$ cat config.mk
export PLATFORM = sky130hd
export DESIGN_NAME = raster_run_segment_finder
export DESIGN_NICKNAME = d
export VERILOG_FILES = /design/src/design/rrsf_pkg.sv /design/src/design/raster_run_segment_finder.sv /design/src/design/rrsf_cell.sv /design/src/design/rrsf_col_chain.sv /design/src/design/rrsf_out_queue.sv
export SDC_FILE = /design/constraint.sdc
export NUM_CORES = 1
export LEC_CHECK = 0
export CAP_MARGIN = 15
export CORE_MARGIN = 8
export CORE_UTILIZATION = 55
export CTS_BUF_LIST = sky130_fd_sc_hd__clkbuf_8 sky130_fd_sc_hd__clkbuf_16
export DETAILED_ROUTE_END_ITERATION = 10
export DONT_BUFFER_PORTS = 1
export PLACE_DENSITY = 0.7
export SYNTH_ARGS = -nofsm -noshare
export SYNTH_HDL_FRONTEND = slang
export SYNTH_SLANG_ARGS = --single-unit
export TNS_END_PERCENT = 5
$ cat constraint.sdc
create_clock -name clk -period 6.6 [get_ports clk]
set_clock_uncertainty 0.05 [all_clocks]
set_input_delay 0.99 -clock clk [delete_from_list [all_inputs] [get_ports clk]]
set_output_delay 0.99 -clock clk [all_outputs]
set_load 0.02 [all_outputs]
$ cat src/design/rrsf_pkg.sv
package rrsf_pkg;

	// grid geometry
	localparam int GRID_SIZE = 64;
	localparam int POS_W     = (GRID_SIZE > 1) ? $clog2(GRID_SIZE) : 1;

	// field widths
	localparam int RUN_W   = 7;
	localparam int COORD_W = 6;
	localparam int CHAR_W  = 8;

	localparam logic [CHAR_W-1:0] BARRIER_CHAR  = 8'd88;
	localparam logic [RUN_W-1:0]  RUN_MAX       = 7'd127;
	localparam logic [RUN_W-1:0]  MIN_RUN_RESET = 7'd4;

	// result queue
	localparam int FIFO_DEPTH = 4;
	localparam int FIFO_PTR_W = 2;
	localparam int FIFO_CNT_W = 3;

	typedef struct packed {
		logic               is_vertical;
		logic [COORD_W-1:0] start_col;
		logic [COORD_W-1:0] start_row;
		logic [COORD_W-1:0] end_col;
		logic [COORD_W-1:0] end_row;
		logic               last_of_step;
	} seg_t;

	typedef struct packed {
		logic hit;
		seg_t seg;
	} run_hit_t;

	// saturating run count
	function automatic logic [RUN_W-1:0] run_bump(input logic [RUN_W-1:0] len);
		return (len < RUN_MAX) ? len + RUN_W'(1) : RUN_MAX;
	endfunction

	function automatic logic [COORD_W-1:0] to_coord(input logic [POS_W-1:0] pos);
		return COORD_W'(pos);
	endfunction

	// first cell of a run of len cells ending at end_c, modulo the coordinate width
	function automatic logic [COORD_W-1:0] run_start(input logic [COORD_W-1:0] end_c,
			input logic [RUN_W-1:0] len);
		logic [RUN_W-1:0] t;
		t = RUN_W'(end_c) + RUN_W'(1) - len;
		return t[COORD_W-1:0];
	endfunction

endpackage

$ cat src/design/raster_run_segment_finder.sv
// A segment is registered into the result queue by the request that closes it and leaves from the queue head.
// Throughput: one map character per cycle while the 4-entry result queue has room
// for two segments; segments leave at one per cycle while out_stall is low, so dense
// barrier maps are bounded by the output port.
// Column run lengths sit in a 64-cell ring rotated once per accepted request.
// Reset clears position, all run lengths and the queue; min_run_length returns to 4.
module raster_run_segment_finder (
	input  logic                          clk,
	input  logic                          arst_n,
	// map input
	input  logic                          in_valid,
	output logic                          in_stall,
	input  logic [rrsf_pkg::CHAR_W-1:0]   map_char,
	// segment output
	output logic                          out_valid,
	input  logic                          out_stall,
	output logic                          is_vertical,
	output logic [rrsf_pkg::COORD_W-1:0]  start_col,
	output logic [rrsf_pkg::COORD_W-1:0]  start_row,
	output logic [rrsf_pkg::COORD_W-1:0]  end_col,
	output logic [rrsf_pkg::COORD_W-1:0]  end_row,
	output logic                          last_of_step,
	// min_run_length write
	input  logic                          cfg_valid,
	output logic                          cfg_ready,
	input  logic [rrsf_pkg::RUN_W-1:0]    cfg_data
);

	logic                         in_accept;
	logic                         bar;
	logic                         last_col;
	logic                         last_row;
	logic [rrsf_pkg::RUN_W-1:0]   min_q;
	logic [rrsf_pkg::RUN_W-1:0]   minlen;
	logic [rrsf_pkg::POS_W-1:0]   row_q;
	logic [rrsf_pkg::POS_W-1:0]   col_q;
	logic [rrsf_pkg::RUN_W-1:0]   row_run_q;
	logic [rrsf_pkg::RUN_W-1:0]   hbump;
	logic [rrsf_pkg::RUN_W-1:0]   hlen;
	logic [rrsf_pkg::COORD_W-1:0] end_c;
	rrsf_pkg::run_hit_t           hhit;
	rrsf_pkg::run_hit_t           vhit;
	logic [1:0]                   push_n;
	rrsf_pkg::seg_t               push_a;
	rrsf_pkg::seg_t               push_b;
	logic                         pop;
	logic                         no_room;
	rrsf_pkg::seg_t               head;

	assign in_stall  = no_room;
	assign in_accept = in_valid && !in_stall;
	assign cfg_ready = 1'b1;

	assign bar      = map_char == rrsf_pkg::BARRIER_CHAR;
	assign last_col = col_q == rrsf_pkg::POS_W'(rrsf_pkg::GRID_SIZE - 1);
	assign last_row = row_q == rrsf_pkg::POS_W'(rrsf_pkg::GRID_SIZE - 1);
	// zero minimum acts as one so empty runs never report
	assign minlen   = (min_q == '0) ? rrsf_pkg::RUN_W'(1) : min_q;

	always_ff @(posedge clk or negedge arst_n) begin
		if (!arst_n) begin
			min_q <= rrsf_pkg::MIN_RUN_RESET;
		end else if (cfg_valid && cfg_ready) begin
			min_q <= cfg_data;
		end
	end

	// horizontal run: closes on a non-barrier cell or at the row's last column
	assign hbump = rrsf_pkg::run_bump(row_run_q);
	assign hlen  = bar ? hbump : row_run_q;
	assign end_c = bar ? rrsf_pkg::to_coord(col_q)
	                   : rrsf_pkg::to_coord(col_q) - rrsf_pkg::COORD_W'(1);

	always_comb begin
		hhit.hit              = bar ? (last_col && (hbump >= minlen)) : (row_run_q >= minlen);
		hhit.seg.is_vertical  = 1'b0;
		hhit.seg.start_col    = rrsf_pkg::run_start(end_c, hlen);
		hhit.seg.end_col      = end_c;
		hhit.seg.start_row    = rrsf_pkg::to_coord(row_q);
		hhit.seg.end_row      = rrsf_pkg::to_coord(row_q);
		// horizontal goes first; it is last only without a vertical partner
		hhit.seg.last_of_step = !vhit.hit;
	end

	always_ff @(posedge clk or negedge arst_n) begin
		if (!arst_n) begin
			row_q     <= '0;
			col_q     <= '0;
			row_run_q <= '0;
		end else if (in_accept) begin
			row_run_q <= (bar && !last_col) ? hbump : '0;
			if (last_col) begin
				col_q <= '0;
				row_q <= last_row ? '0 : row_q + rrsf_pkg::POS_W'(1);
			end else begin
				col_q <= col_q + rrsf_pkg::POS_W'(1);
			end
		end
	end

	rrsf_col_chain u_col_chain (
		.clk      (clk),
		.arst_n   (arst_n),
		.adv      (in_accept),
		.bar      (bar),
		.last_row (last_row),
		.minlen   (minlen),
		.row      (row_q),
		.col      (col_q),
		.vhit     (vhit)
	);

	// pack up to two segments per request, horizontal first
	always_comb begin
		push_n = in_accept ? (2'(hhit.hit) + 2'(vhit.hit)) : 2'd0;
		push_a = hhit.hit ? hhit.seg : vhit.seg;
		push_b = vhit.seg;
	end

	assign pop = out_valid && !out_stall;

	rrsf_out_queue u_out_queue (
		.clk       (clk),
		.arst_n    (arst_n),
		.push_n    (push_n),
		.push_a    (push_a),
		.push_b    (push_b),
		.pop       (pop),
		.no_room   (no_room),
		.not_empty (out_valid),
		.head      (head)
	);

	assign is_vertical  = head.is_vertical;
	assign start_col    = head.start_col;
	assign start_row    = head.start_row;
	assign end_col      = head.end_col;
	assign end_row      = head.end_row;
	assign last_of_step = head.last_of_step;

	a_row_wrap: assert property (@(posedge clk) disable iff (!arst_n)
		(in_accept && last_col) |=> (col_q == '0) && (row_run_q == '0))
		else $error("row end did not wrap column and close run");

	a_gap_closes: assert property (@(posedge clk) disable iff (!arst_n)
		(in_accept && !bar) |=> (row_run_q == '0))
		else $error("row run survived a non-barrier cell");

	a_pair_order: assert property (@(posedge clk) disable iff (!arst_n)
		(push_n == 2'd2) |-> (!push_a.is_vertical && !push_a.last_of_step
			&& push_b.is_vertical))
		else $error("segment pair out of order");

endmodule

$ cat src/design/rrsf_cell.sv
module rrsf_cell (
	input  logic                      clk,
	input  logic                      arst_n,
	input  logic                      en,
	input  logic [rrsf_pkg::RUN_W-1:0] d,
	output logic [rrsf_pkg::RUN_W-1:0] q
);

	logic [rrsf_pkg::RUN_W-1:0] len_q;

	always_ff @(posedge clk or negedge arst_n) begin
		if (!arst_n) begin
			len_q <= '0;
		end else if (en) begin
			len_q <= d;
		end
	end

	assign q = len_q;

endmodule

$ cat src/design/rrsf_col_chain.sv
// Column run lengths live in a ring of cells; cell 0 always holds the
// current column, and the ring rotates one place per accepted request.
module rrsf_col_chain (
	input  logic                       clk,
	input  logic                       arst_n,
	input  logic                       adv,
	input  logic                       bar,
	input  logic                       last_row,
	input  logic [rrsf_pkg::RUN_W-1:0] minlen,
	input  logic [rrsf_pkg::POS_W-1:0] row,
	input  logic [rrsf_pkg::POS_W-1:0] col,
	output rrsf_pkg::run_hit_t         vhit
);

	logic [rrsf_pkg::RUN_W-1:0]   len   [rrsf_pkg::GRID_SIZE];
	logic [rrsf_pkg::RUN_W-1:0]   head;
	logic [rrsf_pkg::RUN_W-1:0]   vbump;
	logic [rrsf_pkg::RUN_W-1:0]   vlen;
	logic [rrsf_pkg::RUN_W-1:0]   tail;
	logic [rrsf_pkg::COORD_W-1:0] end_r;

	for (genvar i = 0; i < rrsf_pkg::GRID_SIZE; i++) begin : g_cell
		if (i == rrsf_pkg::GRID_SIZE - 1) begin : g_tail
			rrsf_cell u_cell (.clk(clk), .arst_n(arst_n), .en(adv), .d(tail), .q(len[i]));
		end else begin : g_mid
			rrsf_cell u_cell (.clk(clk), .arst_n(arst_n), .en(adv), .d(len[i+1]), .q(len[i]));
		end
	end

	assign head  = len[0];
	assign vbump = rrsf_pkg::run_bump(head);
	assign vlen  = bar ? vbump : head;
	// run closes at the bottom row or at the first non-barrier cell
	assign tail  = (bar && !last_row) ? vbump : '0;
	assign end_r = bar ? rrsf_pkg::to_coord(row)
	                   : rrsf_pkg::to_coord(row) - rrsf_pkg::COORD_W'(1);

	always_comb begin
		vhit.hit              = bar ? (last_row && (vbump >= minlen)) : (head >= minlen);
		vhit.seg.is_vertical  = 1'b1;
		vhit.seg.start_col    = rrsf_pkg::to_coord(col);
		vhit.seg.end_col      = rrsf_pkg::to_coord(col);
		vhit.seg.end_row      = end_r;
		vhit.seg.start_row    = rrsf_pkg::run_start(end_r, vlen);
		vhit.seg.last_of_step = 1'b1;
	end

endmodule

$ cat src/design/rrsf_out_queue.sv
module rrsf_out_queue (
	input  logic           clk,
	input  logic           arst_n,
	input  logic [1:0]     push_n,
	input  rrsf_pkg::seg_t push_a,
	input  rrsf_pkg::seg_t push_b,
	input  logic           pop,
	output logic           no_room,
	output logic           not_empty,
	output rrsf_pkg::seg_t head
);

	rrsf_pkg::seg_t                  mem_q [rrsf_pkg::FIFO_DEPTH];
	logic [rrsf_pkg::FIFO_PTR_W-1:0] wr_ptr_q;
	logic [rrsf_pkg::FIFO_PTR_W-1:0] wr_ptr_nx;
	logic [rrsf_pkg::FIFO_PTR_W-1:0] rd_ptr_q;
	logic [rrsf_pkg::FIFO_CNT_W-1:0] cnt_q;

	assign wr_ptr_nx = wr_ptr_q + rrsf_pkg::FIFO_PTR_W'(1);

	always_ff @(posedge clk) begin
		if (push_n != 2'd0) begin
			mem_q[wr_ptr_q] <= push_a;
		end
		if (push_n == 2'd2) begin
			mem_q[wr_ptr_nx] <= push_b;
		end
	end

	always_ff @(posedge clk or negedge arst_n) begin
		if (!arst_n) begin
			wr_ptr_q <= '0;
			rd_ptr_q <= '0;
			cnt_q    <= '0;
		end else begin
			wr_ptr_q <= wr_ptr_q + rrsf_pkg::FIFO_PTR_W'(push_n);
			rd_ptr_q <= rd_ptr_q + rrsf_pkg::FIFO_PTR_W'(pop);
			cnt_q    <= cnt_q + rrsf_pkg::FIFO_CNT_W'(push_n) - rrsf_pkg::FIFO_CNT_W'(pop);
		end
	end

	// keep room for the two segments one request can make
	assign no_room   = cnt_q > rrsf_pkg::FIFO_CNT_W'(rrsf_pkg::FIFO_DEPTH - 2);
	assign not_empty = cnt_q != '0;
	assign head      = mem_q[rd_ptr_q];

	a_cnt_bound: assert property (@(posedge clk) disable iff (!arst_n)
		cnt_q <= rrsf_pkg::FIFO_CNT_W'(rrsf_pkg::FIFO_DEPTH))
		else $error("result queue overfilled");

	a_pop_nonempty: assert property (@(posedge clk) disable iff (!arst_n)
		pop |-> cnt_q != '0)
		else $error("pop from empty result queue");

	a_push_pair_room: assert property (@(posedge clk) disable iff (!arst_n)
		(push_n == 2'd2) |-> (cnt_q <= rrsf_pkg::FIFO_CNT_W'(rrsf_pkg::FIFO_DEPTH - 2)))
		else $error("segment pair pushed without room");

	a_push_shows: assert property (@(posedge clk) disable iff (!arst_n)
		(push_n != 2'd0) |=> not_empty)
		else $error("pushed segment not visible");

endmodule
==> run summary <==
Status = finished, violations left
Failing checks = max-slew violations
FP Rows = 78
Post-synthesis simple-gate area fraction = 0.232
Tightest Hold Check Type = in2async
Initial DRC count = 1639
Unique masters post-synth = 61
Chip width = 229 um
Post-DP HPWL = 30.8 mm
Fillers = 3715
Residual DRC = 0
Final hold violation count = 0
Startpoint Class = register
Reg area = 0.0151 mm^2
Routed Antenna Nets = 0
EDFF count, synth = 96
Reg power frac = 0.434
CTS buffer count = 58
Clk pwr share = 0.387
Max_cap viols = 0
Setup TNS = 0 ns
Post-synthesis register bit count = 585
Cts repair resizes = 0
Area growth, synth to finish = 9.74%
Final Max Slew Viols = 48
Sw frac = 0.306
Post-DR wirelength/cell = 15.8 um
GRT overflow = 0
Mean Syn Cell Area = 9.49 um^2
Post-synthesis compound-gate area fraction = 0.0638
Critical path peak fanout = 20
Initial antenna violation count = 0
Largest net degree at the start of global routing = 482
Area of the multi-input gates = 0.00918 mm^2
GRT Util Overall = 0.194
DR vias = 17.2k
Die ar. = 0.0525 mm^2
Drt pass-1 iters = 5
Final WL = 50.7 mm
Synth warn = 0
Asr flop ratio synth = 0.822
Rel. slew slack = -0.0355
Comb pwr share = 0.179
Clock-pin slew on the worst setup and hold paths = 0.06 ns
Final period utilization = 0.777
Longest Clk Path Bufs = 3
Sw power = 2.74 mW
Area leader, netlist = dfrtp_1
Post-synthesis mux area share = 0.0267
Top area cells in the synthesized netlist = dfrtp_1 48%, nand2_1 21%, edfxtp_1 12%
Arrival time worst endpoint = 5.39 ns
Core footprint = 0.0451 mm^2
VDD IR-drop max = 252 uV
GPL Wtd Cong = 0.887
# IOs = 49
Clock net sink count = 585
Hold WS = 0.0652 ns
Static Leak = 14.5 nW
Clock root buffer = clkbuf_16
Synth Area in XOR/XNOR = 0.0127
Least-Margin Pin Slew = 1.55 ns
Post-synth top area share = 0.480
Via density = 5.35
Element type at the critical path end = register
Vias in the first global route = 16.8k
Worst-Skew Late Latency = 0.61 ns
IO Port Bufs = 0
CTS tree = done
Worst setup margin = 1.47 ns
Pre-CTS WS = 1.43 ns
Largest family of logic cells by synthesized area = simple AND/OR/NAND/NOR gates
Synth Cell Area = 0.0250 mm^2
Data required, critical path = 6.86 ns
Power per cell area = 327 mW/mm^2
Most used DFF post-synth = dfrtp_1
CP Class = reg2reg
Register area share after synthesis = 0.603
Syn Nets = 2715
Fin crit period = 5.13 ns
Starting Density = 0.555
Layout net count = 2646
Proportion of layout cells with a drive suffix above 1 = 0.0619
N_diodes = 0
Int Power = 6.23 mW
RSZ-0062 raised after global routing = false
Number of post-CTS setup repair buffers = 0
Synth Area in Adders = 0.0309
Die Y = 229 um
FMAX = 0.195 GHz
H-tree depth = 2
Hold Buf Count CTS = 0
Gate Count Post-Synth = 2635
Finish-stage setup viols = 0
Wire length of the first global-routing pass = 85.5 mm
[worst max-delay path, stage by stage, from the launching register on]
cell and delay [ns]:
dfrtp_1 0.43, and3_1 0.22, nand3_1 0.15, inv_1 0.10, a31oi_1 0.25, ha_1 0.27, nand2b_1 0.14, a21o_1 0.18
a21o_1 0.17, a21o_1 0.17, a21o_1 0.18, a31oi_1 0.19, a211oi_1 0.10, ha_1 0.43, nor2_1 0.09, nor2_1 0.27
nand3b_1 0.33, nand2_1 0.80, buf_4 0.31
[state kept, by name, summed over array words and instances (netlist names)]
register and count:
u_col_chain.g_cell.g_mid.u_cell.q 441, row_q 6, u_out_queue.cnt_q 3, u_out_queue.rd_ptr_q 2
min_q 7, u_out_queue.mem_q 104, col_q 6, u_col_chain.g_cell.g_tail.u_cell.q 7
row_run_q 7, u_out_queue.wr_ptr_q 2
[Yosys cell counts, types with 26 or more instances]
library cell / n
inv_1: 44
nand2_1: 1376
edfxtp_1: 96
dfrtp_1: 480
a21oi_1: 42
mux4_2: 26
a22o_1: 62
clkbuf_1: 140
nor2_1: 37
ha_1: 57
o21ai_0: 43
[area by class of cell]
type / instances / area share
clock buffers: 73 / 0.0608
clock inverters: 37 / 0.0142
inverters: 44 / 0.00602
multi-input cells: 1853 / 0.334
flip-flops and latches: 585 / 0.550
well taps: 600 / 0.0274
repair buffers: 24 / 0.00748
[per-layer routing]
layer  part of all wire  wire, um  global-route usage
met2               0.48     24300               0.315
met1               0.45     22900               0.267
met4              0.025      1250              0.0658
met3              0.043      2200              0.0292
met5                  0         0                   0
[path summary, 6_finish.rpt]
check | startpoint | end | slack (ns) | cells past startpoint
worst max-delay path | u_col_chain.g_cell[0].g_mid.u_cell.q[0] | u_out_queue.mem_q[1][21] | 1.47 | 18
worst min-delay path | arst_n | u_col_chain.g_cell[5].g_mid.u_cell.q[5] | 0.07 | 0
worst max register to register | u_col_chain.g_cell[0].g_mid.u_cell.q[0] | u_out_queue.mem_q[1][21] | 1.47 | 18
worst min register to register | u_col_chain.g_cell[62].g_mid.u_cell.q[1] | u_col_chain.g_cell[61].g_mid.u_cell.q[1] | 0.41 | 2
max in group asynchronous | arst_n | u_col_chain.g_cell[42].g_mid.u_cell.q[3] | 5.22 | 0
min in group clk | cfg_valid | min_q[2] | 0.40 | 1
[metrics by stage]
| step | cells | power [mW] | utilization | area [um^2] |
|---|---|---|---|---|
| finish | 3216 | 8.97 | 0.609 | 27400 |
| global route | 3216 | 9.37 | 0.609 | 27400 |
| CTS | 3216 | 9.07 | 0.609 | 27400 |
| detailed placement | 3106 | 5.58 | 0.563 | 25400 |
| global placement | 3106 | 5.55 | 0.563 | 25400 |
| floorplan | 2635 | 5.15 | - | 25000 |
[power groups by stage]
stage | sequential, mW | clock, mW | combinational (mW)
after floorplan | 3.82 | 0 | 1.32
after detailed placement | 3.97 | 0 | 1.61
final | 3.90 | 3.47 | 1.60
after CTS | 3.90 | 3.55 | 1.62
after global routing | 3.91 | 3.70 | 1.76
after global placement | 3.96 | 0 | 1.59
[placed cells by master, fill, tap and decap left out, drive strengths merged, types with 9 or more instances in the layout]
master	count
buf	24
o21ai	51
dfrtp	480
edfxtp	96
clkinv	12
o2bb2ai	12
a21oi	42
xnor2	22
nor2	37
ha	57
nand2	1376
a22o	62
xor2	10
nor3	11
nor2b	9
nand3	21
inv	60
clkbuf	73
mux4	26
a21o	16
[kinds of logic after synthesis]
kind of cell	count (synthesis)
and+or+nand+nor	1497
DFF	585
AOI/OAI and AO/OA	228
buffers and inverters	197
adders and majority gates	60
muxes	34
xor gates and xnor gates	33
other	1
(Power assumes the default switching activity.)
